==> src/rtl/assert_macros.svh <==
// Assertion helpers shared by the RTL.
`ifndef ASSERT_MACROS_SVH
`define ASSERT_MACROS_SVH

// Check a property on every clock edge outside reset.
`define ASSERT_PROP(lbl, prop, msg) \
  lbl: assert property (@(posedge clk_i) disable iff (!rst_ni) (prop)) else $error(msg);

// Check that a condition never holds outside reset.
`define ASSERT_NEVER(lbl, cond, msg) \
  `ASSERT_PROP(lbl, !(cond), msg)

`endif

==> src/rtl/cbd_pkg.sv <==
`default_nettype none

package cbd_pkg;

  typedef enum logic [3:0] {
    PH_LEAD    = 4'd0,
    PH_DIGITS  = 4'd1,
    PH_TAIL    = 4'd2,
    PH_TAIL_CR = 4'd3,
    PH_DATA    = 4'd4,
    PH_SKIP2   = 4'd5,
    PH_SKIP1   = 4'd6,
    PH_DONE    = 4'd7
  } phase_e;

  localparam logic [1:0] KIND_DATA      = 2'd0;
  localparam logic [1:0] KIND_TERMINAL  = 2'd1;
  localparam logic [1:0] KIND_MALFORMED = 2'd2;

  localparam logic [7:0] CH_SPACE = 8'h20;
  localparam logic [7:0] CH_TAB   = 8'h09;
  localparam logic [7:0] CH_CR    = 8'h0d;
  localparam logic [7:0] CH_LF    = 8'h0a;

  typedef struct packed {
    logic       vld;
    logic [7:0] data;
    logic [1:0] kind;
  } cbd_result_t;

  typedef struct packed {
    logic       ok;
    logic [3:0] val;
  } hex_digit_t;

  function automatic hex_digit_t hex_decode(input logic [7:0] b);
    hex_digit_t h;
    h.ok  = 1'b0;
    h.val = 4'd0;
    if (b >= 8'h30 && b <= 8'h39) begin
      h.ok  = 1'b1;
      h.val = b[3:0];
    end else if ((b >= 8'h61 && b <= 8'h66) || (b >= 8'h41 && b <= 8'h46)) begin
      h.ok  = 1'b1;
      h.val = b[3:0] + 4'd9;
    end
    return h;
  endfunction

endpackage

`default_nettype wire

==> src/rtl/cbd_parser.sv <==
`default_nettype none

module cbd_parser
  import cbd_pkg::*;
#(
  parameter int COUNT_WIDTH = 32
) (
  input  wire logic        clk_i,
  input  wire logic        rst_ni,
  input  wire logic        step_i,
  input  wire logic [7:0]  byte_i,
  output cbd_result_t      res_o
);

`include "assert_macros.svh"

  phase_e                   phase_q, phase_d;
  logic [COUNT_WIDTH-1:0]   remaining_q, remaining_d;
  logic                     digit_seen_q, digit_seen_d;
  hex_digit_t               hex;
  logic [COUNT_WIDTH-1:0]   acc_size;
  phase_e                   other_phase;

  assign hex         = hex_decode(byte_i);
  assign other_phase = (byte_i == CH_CR) ? PH_TAIL_CR : PH_TAIL;

  // saturate once the top nibble is occupied
  always_comb begin
    if (remaining_q[COUNT_WIDTH-1 -: 4] != 4'd0) begin
      acc_size = '1;
    end else begin
      acc_size = {remaining_q[COUNT_WIDTH-5:0], hex.val};
    end
  end

  always_comb begin
    phase_d      = phase_q;
    remaining_d  = remaining_q;
    digit_seen_d = digit_seen_q;
    if (step_i) begin
      unique case (phase_q)
        PH_TAIL_CR: begin
          if (byte_i == CH_LF) begin
            if (!digit_seen_q || remaining_q == '0) begin
              phase_d = PH_DONE;
            end else begin
              phase_d = PH_DATA;
            end
          end else begin
            phase_d = other_phase;
          end
        end
        PH_LEAD: begin
          if (byte_i == CH_SPACE || byte_i == CH_TAB) begin
            phase_d = PH_LEAD;
          end else if (hex.ok) begin
            digit_seen_d = 1'b1;
            remaining_d  = acc_size;
            phase_d      = PH_DIGITS;
          end else begin
            phase_d = other_phase;
          end
        end
        PH_DIGITS: begin
          if (hex.ok) begin
            remaining_d = acc_size;
          end else begin
            phase_d = other_phase;
          end
        end
        PH_TAIL: begin
          if (byte_i == CH_CR) begin
            phase_d = PH_TAIL_CR;
          end
        end
        PH_DATA: begin
          remaining_d = remaining_q - 1'b1;
          if (remaining_d == '0) begin
            phase_d = PH_SKIP2;
          end
        end
        PH_SKIP2: begin
          phase_d = PH_SKIP1;
        end
        PH_SKIP1: begin
          phase_d      = PH_LEAD;
          remaining_d  = '0;
          digit_seen_d = 1'b0;
        end
        default: begin
          phase_d = PH_DONE;
        end
      endcase
    end
  end

  always_comb begin
    res_o.vld  = 1'b0;
    res_o.data = 8'd0;
    res_o.kind = KIND_DATA;
    if (step_i) begin
      unique case (phase_q)
        PH_TAIL_CR: begin
          if (byte_i == CH_LF && !digit_seen_q) begin
            res_o.vld  = 1'b1;
            res_o.kind = KIND_MALFORMED;
          end else if (byte_i == CH_LF && remaining_q == '0) begin
            res_o.vld  = 1'b1;
            res_o.kind = KIND_TERMINAL;
          end
        end
        PH_DATA: begin
          res_o.vld  = 1'b1;
          res_o.data = byte_i;
        end
        default: begin
          res_o.vld = 1'b0;
        end
      endcase
    end
  end

  always_ff @(posedge clk_i or negedge rst_ni) begin
    if (!rst_ni) begin
      phase_q      <= PH_LEAD;
      remaining_q  <= '0;
      digit_seen_q <= 1'b0;
    end else begin
      phase_q      <= phase_d;
      remaining_q  <= remaining_d;
      digit_seen_q <= digit_seen_d;
    end
  end

  `ASSERT_PROP(a_data_only_in_data, (res_o.vld && res_o.kind == KIND_DATA) |-> (phase_q == PH_DATA), "data item outside data phase")
  `ASSERT_PROP(a_done_sticks, (phase_q == PH_DONE) |=> (phase_q == PH_DONE), "left done phase")
  `ASSERT_PROP(a_end_goes_done, (res_o.vld && res_o.kind != KIND_DATA) |=> (phase_q == PH_DONE), "end item without done")

endmodule

`default_nettype wire

==> src/rtl/chunked_body_decoder.sv <==
// Chunked transfer-encoding body decoder.
// Input channel: one raw body byte per item on in_byte_i, qualified by
// in_valid_i and held off by in_stall_o. Output channel: out_valid_o with
// out_byte_o and kind_o, held off by out_stall_i. kind_o is data (byte in
// out_byte_o), terminal chunk, or malformed header (out_byte_o is zero).
// Header, line-end and trailer bytes produce no output item.
// An accepted byte is taken into the input register; the parser steps on it
// when the output register is free or draining, and its item is registered
// there. Throughput: one byte per cycle unless out_stall_i holds an item;
// the parser updates its state once per byte, so no byte waits on another.
// When out_stall_i holds a pending item, the input register keeps its byte
// and in_stall_o rises only once that register is full; nothing is dropped.
// Reset clears both registers and sets the parser to expect a size line
// with a zero count. After terminal or malformed, later bytes are consumed
// silently until the next reset.
`default_nettype none

module chunked_body_decoder
  import cbd_pkg::*;
#(
  parameter int COUNT_WIDTH = 32
) (
  input  wire logic       clk_i,
  input  wire logic       rst_ni,
  input  wire logic       in_valid_i,
  output logic            in_stall_o,
  input  wire logic [7:0] in_byte_i,
  output logic            out_valid_o,
  input  wire logic       out_stall_i,
  output logic [7:0]      out_byte_o,
  output logic [1:0]      kind_o
);

`include "assert_macros.svh"

  logic        in_vld_q;
  logic [7:0]  in_byte_q;
  logic        out_vld_q;
  logic [7:0]  out_byte_q;
  logic [1:0]  kind_q;
  logic        advance;
  logic        step;
  cbd_result_t res;

  assign advance    = !out_vld_q || !out_stall_i;
  assign step       = in_vld_q && advance;
  assign in_stall_o = in_vld_q && !advance;

  cbd_parser #(
    .COUNT_WIDTH(COUNT_WIDTH)
  ) u_parser (
    .clk_i  (clk_i),
    .rst_ni (rst_ni),
    .step_i (step),
    .byte_i (in_byte_q),
    .res_o  (res)
  );

  always_ff @(posedge clk_i or negedge rst_ni) begin
    if (!rst_ni) begin
      in_vld_q  <= 1'b0;
      out_vld_q <= 1'b0;
    end else begin
      if (in_valid_i && !in_stall_o) begin
        in_vld_q <= 1'b1;
      end else if (advance) begin
        in_vld_q <= 1'b0;
      end
      if (advance) begin
        out_vld_q <= res.vld;
      end
    end
  end

  always_ff @(posedge clk_i) begin
    if (in_valid_i && !in_stall_o) begin
      in_byte_q <= in_byte_i;
    end
    if (advance && res.vld) begin
      out_byte_q <= res.data;
      kind_q     <= res.kind;
    end
  end

  assign out_valid_o = out_vld_q;
  assign out_byte_o  = out_byte_q;
  assign kind_o      = kind_q;

  `ASSERT_PROP(a_ctrl_byte_zero, (out_valid_o && kind_o != KIND_DATA) |-> (out_byte_o == 8'd0), "nonzero byte on end item")
  `ASSERT_NEVER(a_stall_empty, in_stall_o && !in_vld_q, "input stalled while empty")
  `ASSERT_PROP(a_out_hold, out_valid_o && out_stall_i |=> out_valid_o, "stalled item dropped")

endmodule

`default_nettype wire

==> config.mk <==
export PLATFORM = sky130hd
export DESIGN_NAME = chunked_body_decoder
export DESIGN_NICKNAME = d
export VERILOG_FILES = /design/src/rtl/cbd_pkg.sv /design/src/rtl/cbd_parser.sv /design/src/rtl/chunked_body_decoder.sv
export VERILOG_INCLUDE_DIRS = /design/src /design/src/rtl
export SDC_FILE = /design/constraint.sdc
export NUM_CORES = 1
export LEC_CHECK = 0
export BUFFER_PORTS_ARGS = -buffer_cell sky130_fd_sc_hd__buf_2
export CORE_MARGIN = 8
export CORE_UTILIZATION = 52
export CTS_CLUSTER_DIAMETER = 120
export DETAILED_ROUTE_END_ITERATION = 7
export PLACE_DENSITY = 0.69
export SYNTH_ARGS = -nofsm -noshare
export SYNTH_HDL_FRONTEND = slang
export SYNTH_SLANG_ARGS = --single-unit
==> constraint.sdc <==
create_clock -name clk_i -period 3.75 [get_ports clk_i]
set_input_delay 0.1875 -clock clk_i [delete_from_list [all_inputs] [get_ports clk_i]]
set_output_delay 0.1875 -clock clk_i [all_outputs]
set_load 0.005 [all_outputs]
# Word level (Yosys, flattened, before mapping)
# Cells that the tools add are included.
# op_classes
add_sub_neg	2
magnitude_cmp	6
eq_ne	15
mux	28
bitwise_logic	2
n_reduce_logical	31
# ops
cell	n
case mux 32 bit (4 select lines)	1
2-to-1 mux 32 bit	3
logical NOT 32 bit	2
subtractor 32 x 1 -> 32 bit, second input constant	1
case mux 4 bit (7 select lines)	1
== test 8 x 4 -> 1 bit, second input constant	3
2-to-1 mux 4 bit	6
>= comparator 8 x 7 -> 1 bit, second input constant	2
<= comparator 8 x 7 -> 1 bit, second input constant	2
== test 4 x 3 -> 1 bit, second input constant	3
2-to-1 mux 11 bit	1
2-to-1 mux 5 bit	2
logical AND 1 bit	9
== test 4 x 2 -> 1 bit, second input constant	2
== test 8 x 6 -> 1 bit, second input constant	1
>= comparator 8 x 6 -> 1 bit, second input constant	1
<= comparator 8 x 6 -> 1 bit, second input constant	1
2-to-1 mux 1 bit	8
2-to-1 mux 8 bit	1
AND reduction 4 bit	2
nonzero test 4 bit	2
2-to-1 mux 2 bit	3
inequality test 2 x 1 -> 1 bit, second input constant	3
logical NOT 1 bit	5
11 further kinds	19
# word_totals
register_bits	57
inputBits	12
wordCells	93

# Longest topological paths before layout
# Gate-level depths: netlist of run 1.
# depth
word_depth	9
ltp_mapped	11
ltp_nobuf	9

# By module
# A second synthesis of run 1 with hierarchy kept.
# hier_totals
cells_unflattened	452
area_unflattened_um2	3836.2
# by_module_without_submodules
module	n_inst	cells_per_inst	area_each_um2	seq_area_each_um2
cbd_parser	1	424	3196.8	900.9
chunked_body_decoder	1	28	639.4	590.6

# Least setup slack after synthesis of run 1
# Ideal clock, no wire load.
# synth_timing
path_type	register to register
startpoint	register u_parser.remaining_q[0]
endpoint	register kind_q[0] (netlist: kind_o[0]), enable pin
arrival_time_ns	2.390
required_time_ns	3.358
slack_ns	0.968
path_stages_with_launch	8
path_buffers	0
path_cell_list	dfrtp_1 > inv_1 > ha_1 > nor4b_1 > nand4b_1 > nor4_1 > a21oi_1 > o21ai_0
# synth_via
elab_chain_cells	7
# synth_rtl
element	line_no	source
from (decl)	cbd_parser.sv:18	logic [COUNT_WIDTH-1:0] remaining_q, remaining_d;
from (signal assigned)	cbd_parser.sv:130	remaining_q <= remaining_d;
logical NOT 32 bit	cbd_parser.sv:107	end else if (byte_i == CH_LF && remaining_q == '0) begin
logical AND 1 bit	cbd_parser.sv:107	
2-to-1 mux 1 bit	cbd_parser.sv:107	
2-to-1 mux 1 bit	cbd_parser.sv:104	if (byte_i == CH_LF && !digit_seen_q) begin
case mux 1 bit (2 select lines)	cbd_parser.sv:102	unique case (phase_q)
2-to-1 mux 11 bit	cbd_parser.sv:101	if (step_i) begin
logical AND 1 bit	chunked_body_decoder.sv:79	if (advance && res.vld) begin
to (signal assigned)	chunked_body_decoder.sv:81	kind_q <= res.kind;
to (decl)	chunked_body_decoder.sv:40	logic [1:0] kind_q;
# No other way between the ends.
# A chain may end at the register's enable or synchronous reset.

# Final worst setup path of run 1
# layout_timing
startpoint	register in_byte_q[0]
endpoint	register u_parser.remaining_q[12]
# layout_via
elab_chain_cells	8
# layout_rtl
element	line_no	source
from (decl)	chunked_body_decoder.sv:37	logic [7:0] in_byte_q;
from (signal assigned)	chunked_body_decoder.sv:77	in_byte_q <= in_byte_i;
>= comparator 8 x 7 -> 1 bit or <= comparator 8 x 7 -> 1 bit (tied branches)	cbd_pkg.sv:43	end else if ((b >= 8'h61 && b <= 8'h66) || (b >= 8'h41 && b <= 8'h46)) begin
logical AND 1 bit	cbd_pkg.sv:43	
logical OR 1 bit	cbd_pkg.sv:43	
2-to-1 mux 5 bit	cbd_pkg.sv:43	
2-to-1 mux 5 bit	cbd_pkg.sv:40	if (b >= 8'h30 && b <= 8'h39) begin
2-to-1 mux 32 bit (2 in a row)	--	
case mux 32 bit (4 select lines)	--	
# Several ways; a longest one is shown, not always the timed one. The select of a mux whose other input is x is not followed.

==> results of run 1 <==
## layout by cell type, fill, tap and decap left out, drive strengths merged, types with 4 or more instances in the layout
| master | n |
|---|---|
| nand2b | 6 |
| and3 | 8 |
| inv | 10 |
| nor4 | 14 |
| dfrtp | 38 |
| o221ai | 6 |
| nor3 | 19 |
| a21o | 5 |
| or3 | 11 |
| xnor2 | 4 |
| a31oi | 7 |
| ha | 6 |
| edfxtp | 18 |
| a21oi | 14 |
| nor2 | 42 |
| o31ai | 7 |
| nand3 | 6 |
| nor2b | 4 |
| nand2 | 37 |
| a2111oi | 4 |
| o21ai | 61 |
| nand4 | 7 |
| o41ai | 5 |
| buf | 30 |
| o22ai | 4 |
| clkbuf | 6 |
| or4 | 4 |
| a22o | 13 |
## sequential cells by signal, summed over array words and instances, names as in the netlist
name                   cells
in_byte_q                  8
in_vld_q                   1
kind_o                     2
out_byte_o                 8
out_valid_o                1
u_parser.digit_seen_q      1
u_parser.phase_q           3
u_parser.remaining_q      32
## worst reg2reg max path, delay by kind of cell, from the launching register on
kind	cells	cell delay, ps
AOI/OAI and AO/OA	5	1610
adders and majority gates	1	210
buffers and inverters	3	540
DFF	1	490
and+or+nand+nor	1	90
## logic make-up after synthesis
group | synth area share [%]
and+or+nand+nor | 25.0
AOI/OAI and AO/OA | 26.4
DFF | 38.0
buffers and inverters | 6.44
xor gates and xnor gates | 1.56
adders and majority gates | 1.91
muxes | 0.670
## layer usage
layer  track usage [%]  vias up
li1                  -     1664
met1              28.8     1671
met2              31.3      161
met3              2.77       15
met4              7.01        0
met5                 0        -
## stage by stage
step | instance area [sq um] | utilization (%) | instances
after floorplan | 3920 | - | 442
after global placement | 4000 | 54.9 | 533
after detailed placement | 4000 | 54.9 | 533
after CTS | 4090 | 56.1 | 541
final | 4090 | 56.1 | 541
after global routing | 4090 | 56.1 | 541
## where the power goes
part           switching [mW]  internal (mW)  leakage [nW]  total [mW]
Combinational           0.365          0.258         0.888       0.622
Sequential              0.142          0.687         0.660       0.829
Clock                   0.213          0.134        0.0414       0.346
## layout make-up
cell class,instances,area [sq um],area share [%]
Clock buffer,6,72.6,1.77
Timing Repair Buffer,30,168,4.10
Sequential cell,56,1490,36.4
Clock inverter,2,16.3,0.397
Inverter,10,37.5,0.917
Multi-Input combinational cell,338,2180,53.3
Tap cell,99,124,3.03
## path summary, 6_finish.rpt
check / startpoint / end / cells past startpoint
setup / recovery: in_byte_q[0]$_DFFE_PP_ / u_parser.remaining_q[12]$_DFFE_PN0P_ / 10
hold / removal: rst_ni / u_parser.phase_q[2]$_DFFE_PN0P_ / 1
setup reg to reg: in_byte_q[0]$_DFFE_PP_ / u_parser.remaining_q[12]$_DFFE_PN0P_ / 10
hold reg to reg: out_valid_o$_DFFE_PN0N_ / out_valid_o$_DFFE_PN0N_ / 2
max in group asynchronous: rst_ni / u_parser.remaining_q[9]$_DFFE_PN0P_ / 1
min in group clk_i: in_byte_i[3] / in_byte_q[3]$_DFFE_PP_ / 1
==> impl_metrics.py, run 1 <==
metrics = {
    "critical_path": {
        "required_ps": 3930,
        "crit_type": "register to register",
        "slowest_stage": "o311ai_2",
        "crit_fanout": 17,
        "start_kind": "register",
        "crit_buf_inv": 3,
        "slowest_delay_ps": 570,
        "crit_chain": "inv_1 -> ha_1 -> inv_1 -> o311ai_2 -> a211oi_2 -> o21ai_2 -> buf_4 -> nor3_1 -> a21oi_1 -> o221ai_1",
        "reg2reg_slack_ps": 680,
        "cp-end-kind": "register",
        "crit_top_cell": "inv_1",
        "arrival_ps": 3250,
        "critPathTopFamily": "compound AO/OA/AOI/OAI gates",
    },
    "cells_and_area": {
        "fill_cells": 708,
        "num_antenna_cells": 0,
        "nNetsFinal": 459,
        "drive_above_1_share_pct": 16.3,
        "syn_to_final_growth_pct": 4.30,
    },
    "floorplanning": {
        "initial_core_util_pct": 53.8,
        "die_w_um": 103,
        "die_area_sq_um": 10600,
        "core_area_sq_um": 7290,
        "die_h_um": 103,
        "pin_count": 24,
        "rows": 31,
    },
    "timing": {
        "fin_setup_tns_ps": 0,
        "fin_crit_ps": 3070,
        "relSlewSlack_pct": 29.4,
        "timing.hold.ws_ps": -20.8,
        "worst_slack_ps": 677,
        "rsz0062_at_grt": "false",
        "setup_viol": 0,
        "fin_skew_ps": 12.6,
        "fin_crit_sh_pct": 82.0,
        "hold_viol_final": 25,
        "max_freq_mhz": 325,
        "worst_slew_pin_slew_ps": 1060,
        "report.final.slew_viol_count": 0,
    },
    "logic_synthesis": {
        "avgSynthCellArea_sq_um": 8.88,
        "synthTopCellsByCount": "58 x o21ai_0, 41 x nor2_1, 38 x dfrtp_1",
        "ys_ff_latch": 56,
        "synthArstFlopShare_pct": 67.9,
        "synthFlopType": "dfrtp_1",
        "yosys.area.top_type": "dfrtp_1",
        "yosysWarnings": 0,
        "yosysMostFrequentCell": "o21ai_0",
        "synth_top_area_share_pct": 24.2,
        "synth_seq_area_share_pct": 38.0,
        "synth_nets": 460,
        "syn_inst": 442,
        "synth_area_sq_um": 3920,
        "synth_cell_type_count": 78,
        "synth_edf_count": 18,
        "synth_area_leaders": "dfrtp_1 24%, edfxtp_1 14%, o21ai_0 7.4%",
    },
    "routing": {
        "wl_per_cell_um": 18.9,
        "met3_wirelength_um": 761,
        "dr.pass1.iters": 5,
        "top_layer_used": "met4",
        "wirelength_um": 10200,
        "drcViolationCount": 0,
        "wl_met2_um": 4600,
        "vias": 3511,
        "drtAntennaViolNets": 0,
        "wl_met1_um": 4700,
        "vias_per_cell": 6.49,
        "drt-initial-drc-count": 296,
    },
    "placement": {
        "dpl.hpwl_um": 7120,
        "gp_congestion": 0.892,
        "place_ws_ps": 718,
        "io_buffers": 23,
    },
    "cts": {
        "cts_resized": 0,
        "cts.path.max_buffers": 2,
        "clk_latency_ps": 320,
        "cts_sinks": 56,
        "cts_buffers": 5,
        "cts_setup_buffers": 0,
        "path_clk_slew_ps": 110,
        "ctsHoldBuffers": 0,
        "cts_tree": "yes",
        "cts_root_buffer": "clkbuf_8",
        "htree_levels": 2,
    },
    "global_route": {
        "grt_max_degree": 39,
        "grt_usage_pct": 20.4,
        "grt_pass1_wl_um": 17100,
        "first_global_vias": 3328,
        "gr-total-overflow": 0,
        "antenna_found_initial": 0,
    },
    "power_and_ir_drop": {
        "p_leak_nw": 1.59,
        "power_mw": 1.80,
        "power_density_nw_per_um2": 439,
        "irDropWorstVdd_uv": 231,
    },
    "outcome": {
        "status": "complete, but fails checks",
        "violations": "negative hold slack",
    },
    "min_path": {
        "hold_path.class": "primary input to async pin",
    },
    "run": {
        "drv_cap": 0,
    },
}
Note: power is estimated with default switching activity, not from simulation.
==> inputs of run 2 (changes only) <==
==> constraint.sdc (replaced) <==
create_clock -name clk_i -period 3.2 [get_ports clk_i]
set_input_delay 0.16 -clock clk_i [delete_from_list [all_inputs] [get_ports clk_i]]
set_output_delay 0.16 -clock clk_i [all_outputs]
set_load 0.005 [all_outputs]
==> run 2 against run 1 <==
Against the previous run: the flow still finishes with violations (negative hold slack); core utilization rose by 1.1 points; global-route usage rose by 0.35 points; setup slack got worse by 470 ps; first-iteration DRC count rose by 23%; power rose by 19%; critical path type unchanged.
==> impl_metrics.py, run 2 (same netlist as run 1, synthesis figures left out) <==
metrics = {
    "critical_path": {
        "crit_fanout": 22,
        "required_ps": 3430,
        "crit_chain": "inv_1 -> ha_1 -> o21bai_1 -> a2111o_1 -> a211oi_2 -> o21a_2 -> buf_4 -> nand2_1 -> o221ai_1",
        "arrival_ps": 3230,
        "crit_type": "register to register",
        "slowest_stage": "edfxtp_1",
        "cp-end-kind": "register",
        "slowest_delay_ps": 500,
        "start_kind": "register",
    },
    "global_route": {
        "first_global_vias": 3394,
        "grt_pass1_wl_um": 17300,
        "antenna_found_initial": 0,
        "gr-total-overflow": 0,
        "grt_usage_pct": 20.8,
        "grt_max_degree": 39,
    },
    "routing": {
        "drcViolationCount": 0,
        "drtAntennaViolNets": 0,
        "wl_per_cell_um": 19.5,
        "wirelength_um": 10700,
        "vias": 3659,
        "drt-initial-drc-count": 365,
        "vias_per_cell": 6.66,
        "dr.pass1.iters": 5,
    },
    "cts": {
        "cts_tree": "yes",
        "cts_sinks": 56,
        "clk_latency_ps": 320,
        "htree_levels": 2,
        "cts.path.max_buffers": 2,
        "path_clk_slew_ps": 110,
        "cts_root_buffer": "clkbuf_8",
        "cts_buffers": 5,
    },
    "outcome": {
        "violations": "negative hold slack",
        "status": "complete, but fails checks",
    },
    "timing": {
        "fin_skew_ps": 8.21,
        "hold_viol_final": 38,
        "setup_viol": 0,
        "relSlewSlack_pct": 31.0,
        "rsz0062_at_grt": "false",
        "report.final.slew_viol_count": 0,
        "fin_crit_ps": 3000,
        "worst_slew_pin_slew_ps": 1030,
        "fin_crit_sh_pct": 93.6,
        "worst_slack_ps": 204,
        "timing.hold.ws_ps": -55.4,
        "max_freq_mhz": 334,
        "fin_setup_tns_ps": 0,
    },
    "cells_and_area": {
        "final_cell_mix": "58 x o21ai_0, 41 x nor2_1, 38 x dfrtp_1",
        "drive_above_1_share_pct": 17.6,
        "fill_cells": 691,
        "nNetsFinal": 467,
        "final_util_pct": 57.2,
        "top_register": "u_parser.remaining_q",
        "final_common_cell": "o21ai_0",
        "num_antenna_cells": 0,
        "finalNonFillerCells": 549,
        "largest_register_ffs": 32,
        "syn_to_final_growth_pct": 6.31,
    },
    "min_path": {
        "hold_path.class": "primary input to async pin",
    },
    "floorplanning": {
        "die_w_um": 103,
        "pin_count": 24,
        "core_area_sq_um": 7290,
        "rows": 31,
        "initial_core_util_pct": 53.8,
        "die_h_um": 103,
        "die_area_sq_um": 10600,
    },
    "placement": {
        "place_inst": 538,
        "io_buffers": 23,
        "place_ws_ps": 229,
        "dpl.hpwl_um": 7300,
        "gp_congestion": 0.951,
    },
    "power_and_ir_drop": {
        "power_mw": 2.14,
        "power_density_nw_per_um2": 512,
        "p_leak_nw": 1.63,
        "irDropWorstVdd_uv": 328,
    },
    "run": {
        "drv_cap": 0,
    },
}
==> run 2: power breakdown <==
part | internal [mW] | leakage [nW] | switching (mW)
Clock | 0.157 | 0.0414 | 0.249
Sequential | 0.805 | 0.660 | 0.151
Combinational | 0.314 | 0.925 | 0.462
Total | 1.28 | 1.63 | 0.861
==> run 2: per-stage QoR <==
step | hold slack [ps] | area, sq um
2_1_floorplan | -136 | 3920
3_3_place_gp | 337 | 4040
3_5_place_dp | 339 | 4040
4_1_cts | 3.48 | 4130
5_1_grt | 0.583 | 4170
6_report | -55.4 | 4170
==> run 2: final cells by class <==
type	count	area, sq um	area share (%)
Multi-Input combinational cell	338	2190	52.6
Timing Repair Buffer	38	235	5.64
Clock buffer	6	72.6	1.74
Clock inverter	2	16.3	0.390
Sequential cell	56	1490	35.8
Inverter	10	37.5	0.900
Tap cell	99	124	2.97
==> run 2: timing repair <==
item                                   CTS  global route
setup endpoints to repair                0             7
endpoints found under the hold margin    0             3
resized for setup                        0             3
hold buffers                             0             3
setup buffers                            0             0
==> run 2: worst max-delay path, delay by kind of cell, from the launching register on <==
kind	cells	cell delay (ps)
buffers and inverters	2	410
AO/OA/AOI/OAI	5	1630
adder cells (fa/ha/maj)	1	200
flip-flops	1	500
AND/OR/NAND/NOR	1	170
==> run 2: worst paths after layout <==
kind / to / startpoint / cells after the start / slack [ps]
max: u_parser.remaining_q[4]$_DFFE_PN0P_ / in_byte_q[0]$_DFFE_PP_ / 9 / 200
min: u_parser.remaining_q[28]$_DFFE_PN0P_ / rst_ni / 1 / -60
max reg2reg: u_parser.remaining_q[4]$_DFFE_PN0P_ / in_byte_q[0]$_DFFE_PP_ / 9 / 200
min reg2reg: out_valid_o$_DFFE_PN0N_ / out_valid_o$_DFFE_PN0N_ / 2 / 560
max in group asynchronous: u_parser.remaining_q[13]$_DFFE_PN0P_ / rst_ni / 1 / 2680
min in group clk_i: in_byte_q[7]$_DFFE_PP_ / in_byte_i[7] / 1 / 20
==> run 2: per-layer routing <==
layer / GRT usage [%] / routed length [um] / vias up
met4: 6.90 / 210 / 0
li1: - / - / 1689
met3: 3.78 / 775 / 19
met5: 0 / 0 / -
met2: 31.2 / 4830 / 183
met1: 29.4 / 4900 / 1768
==> inputs of run 3 (changes only) <==
--- a/config.mk
+++ b/config.mk
@@ -6,6 +6,7 @@
 export SDC_FILE = /design/constraint.sdc
 export NUM_CORES = 1
 export LEC_CHECK = 0
+export ABC_AREA = 1
 export BUFFER_PORTS_ARGS = -buffer_cell sky130_fd_sc_hd__buf_2
 export CORE_MARGIN = 8
 export CORE_UTILIZATION = 52
==> run 3 against run 2 <==
Against the previous run: the run now ends clean; clock-buffer cell count down 1; sequential power grew 37%; design area is 6.0% higher; die area up 2.8%; critical path type unchanged.
==> impl_metrics.py, run 3 <==
metrics = {
    "power_and_ir_drop": {
        "power_density_nw_per_um2": 658,
        "p_int_mw": 1.53,
        "pwr-share-comb_pct": 39.9,
        "irDropWorstVdd_uv": 281,
        "power_mw": 2.91,
        "p_leak_nw": 2.00,
        "switching_share_pct": 47.3,
        "p_clk_share_pct": 15.1,
        "p_seq_share_pct": 45.1,
        "power_switching_mw": 1.38,
    },
    "floorplanning": {
        "die_h_um": 104,
        "initial_core_util_pct": 53.0,
        "die_area_sq_um": 10900,
        "rows": 32,
        "die_w_um": 104,
        "pin_count": 24,
        "core_area_sq_um": 7650,
    },
    "global_route": {
        "first_global_vias": 3843,
        "grt_pass1_wl_um": 18000,
        "antenna_found_initial": 0,
        "gr-total-overflow": 0,
        "grt_max_degree": 43,
        "grt_usage_pct": 19.8,
    },
    "critical_path": {
        "slowest_stage": "clkinv_2",
        "cp-end-kind": "register",
        "arrival_ps": 2980,
        "critPathTopFamily": "simple AND/OR/NAND/NOR gates",
        "crit_top_cell": "nand2_1",
        "crit_chain": "inv_1 -> ha_1 -> nand2_1 -> o211ai_2 -> nand2_1 -> inv_2 -> nand2_1 -> nand2_2 -> clkinv_2 -> nor2_1 -> a31oi_1",
        "required_ps": 3400,
        "start_kind": "register",
        "crit_buf_inv": 3,
        "slowest_delay_ps": 520,
        "crit_type": "register to register",
        "crit_fanout": 42,
    },
    "cts": {
        "cts_root_buffer": "clkbuf_8",
        "htree_levels": 2,
        "cts_tree": "yes",
        "clk_latency_ps": 330,
        "cts_buffers": 5,
        "cts_resized": 0,
        "cts_sinks": 56,
        "cts.path.max_buffers": 2,
        "path_clk_slew_ps": 120,
    },
    "routing": {
        "drcViolationCount": 0,
        "dr.pass1.iters": 7,
        "vias": 3863,
        "wl_per_cell_um": 14.5,
        "drtAntennaViolNets": 0,
        "wirelength_um": 10400,
        "drt-initial-drc-count": 296,
        "vias_per_cell": 5.38,
    },
    "logic_synthesis": {
        "synthTopCellsByCount": "161 x nand2_1, 99 x nor2_1, 58 x inv_1",
        "synth_area_sq_um": 4050,
        "syn_inst": 589,
        "synth_cell_type_count": 41,
        "yosysWarnings": 0,
        "ys_ff_latch": 56,
        "synthFlopType": "dfrtp_1",
        "yosys.area.top_type": "dfrtp_1",
        "synth_area_leaders": "dfrtp_1 23%, nand2_1 15%, edfxtp_1 13%",
        "synth_nets": 607,
        "synth_top_area_share_pct": 23.5,
        "avgSynthCellArea_sq_um": 6.88,
        "synth_seq_area_share_pct": 36.8,
        "synthArstFlopShare_pct": 67.9,
        "yosysMostFrequentCell": "nand2_1",
        "synth_edf_count": 18,
    },
    "cells_and_area": {
        "nNetsFinal": 633,
        "num_antenna_cells": 0,
        "final_area_sq_um": 4420,
        "top_register": "u_parser.remaining_q",
        "drive_above_1_share_pct": 12.2,
        "final_common_cell": "nand2_1",
        "largest_register_ffs": 32,
        "syn_to_final_growth_pct": 9.14,
        "final_util_pct": 57.8,
        "final_cell_mix": "161 x nand2_1, 99 x nor2_1, 58 x inv_1",
    },
    "timing": {
        "rsz0062_at_grt": "false",
        "setup_viol": 0,
        "max_freq_mhz": 359,
        "report.final.slew_viol_count": 0,
        "fin_skew_ps": 10.6,
        "fin_setup_tns_ps": 0,
        "fin_crit_sh_pct": 87.1,
        "relSlewSlack_pct": 39.1,
        "fin_crit_ps": 2790,
        "worst_slew_pin_slew_ps": 913,
        "hold_viol_final": 0,
    },
    "placement": {
        "gp_congestion": 0.958,
        "dpl.hpwl_um": 7720,
        "io_buffers": 23,
        "postPlaceCellArea_sq_um": 4230,
    },
    "min_path": {
        "hold_path.class": "primary input to register",
    },
    "outcome": {
        "status": "finished, final reports clean",
    },
    "run": {
        "drv_cap": 0,
    },
}
run 3: changes by cell type in the layout (fill, tap and decap cells not counted), moves of 8 or more:
cell	previous run	this run
nand2_1	37	161
nor2_1	41	99
inv_1	10	58
nand3_1	5	30
a22o_1	13	0
nor3_1	18	6
nor4_1	12	0
a21oi_1	14	24
buf_4	12	2
nor2_2	0	9
a31oi_1	7	15
and3_1	8	0
run 3: timing repair:
| item | 4_1_cts | 5_1_grt |
|---|---|---|
| hold buffers | 9 | 0 |
| hold endpoints to repair | 43 | 0 |
| setup buffers | 0 | 0 |
run 3: metrics by stage:
stage | cells | hold slack, ps | worst slack, ps
3_3_place_gp | 701 | 336 | 597
3_5_place_dp | 701 | 338 | 468
6_report | 718 | 47.0 | 414
4_1_cts | 718 | 35.5 | 450
2_1_floorplan | 589 | -136 | 1180
5_1_grt | 718 | 32.9 | 21.4
run 3: final timing paths:
kind / startpoint / to / slack [ps] / cells past startpoint
worst max-delay path: in_byte_q[0]$_DFFE_PP_ / u_parser.remaining_q[14]$_DFFE_PN0P_ / 410 / 11
worst min-delay path: in_valid_i / in_vld_q$_DFFE_PN0P_ / 50 / 3
worst max register to register: in_byte_q[0]$_DFFE_PP_ / u_parser.remaining_q[14]$_DFFE_PN0P_ / 410 / 11
worst min register to register: u_parser.remaining_q[29]$_DFFE_PN0P_ / u_parser.remaining_q[29]$_DFFE_PN0P_ / 560 / 2
max in group asynchronous: rst_ni / u_parser.remaining_q[26]$_DFFE_PN0P_ / 2140 / 2
min in group asynchronous: rst_ni / u_parser.remaining_q[8]$_DFFE_PN0P_ / 490 / 2
run 3: cell type report:
| cell class | instances | area [sq um] |
|---|---|---|
| Multi-Input combinational cell | 453 | 2230 |
| Sequential cell | 56 | 1490 |
| Clock inverter | 3 | 33.8 |
| Timing Repair Buffer | 34 | 220 |
| Fill cell | 728 | 3220 |
| Clock buffer | 5 | 68.8 |
| Tap cell | 102 | 128 |
| Inverter | 65 | 248 |
run 3: cells by family (layout without fill, tap and decap cells):
| logic type | count (synthesis) | count (layout) | synth area share (%) |
|---|---|---|---|
| compound gates | 107 | 107 | 14.8 |
| xor+xnor | 4 | 4 | 1.05 |
| fa+ha+maj | 6 | 6 | 1.85 |
| buf+inv | 80 | 107 | 8.09 |
| flops | 56 | 56 | 36.8 |
| simple gates | 336 | 336 | 37.4 |
run 3: routing by layer:
layer	track usage [%]	wire length (um)
met1	23.7	4540
met2	34.4	5040
met3	3.53	612
met4	6.93	208
met5	0	0
run 3: power by group through the flow:
stage / clock network (mW) / registers, mW / logic, mW
after detailed placement: 0 / 1.32 / 1.14
after global routing: 0.474 / 1.35 / 1.34
final: 0.438 / 1.31 / 1.16
after floorplan: 0 / 1.20 / 0.934
after CTS: 0.450 / 1.30 / 1.15
after global placement: 0 / 1.32 / 1.12
run 3: worst min-delay path, delay by kind of cell:
| kind | cells | cell delay (ps) |
|---|---|---|
| buf+inv | 1 | 70 |
| simple gates | 2 | 110 |
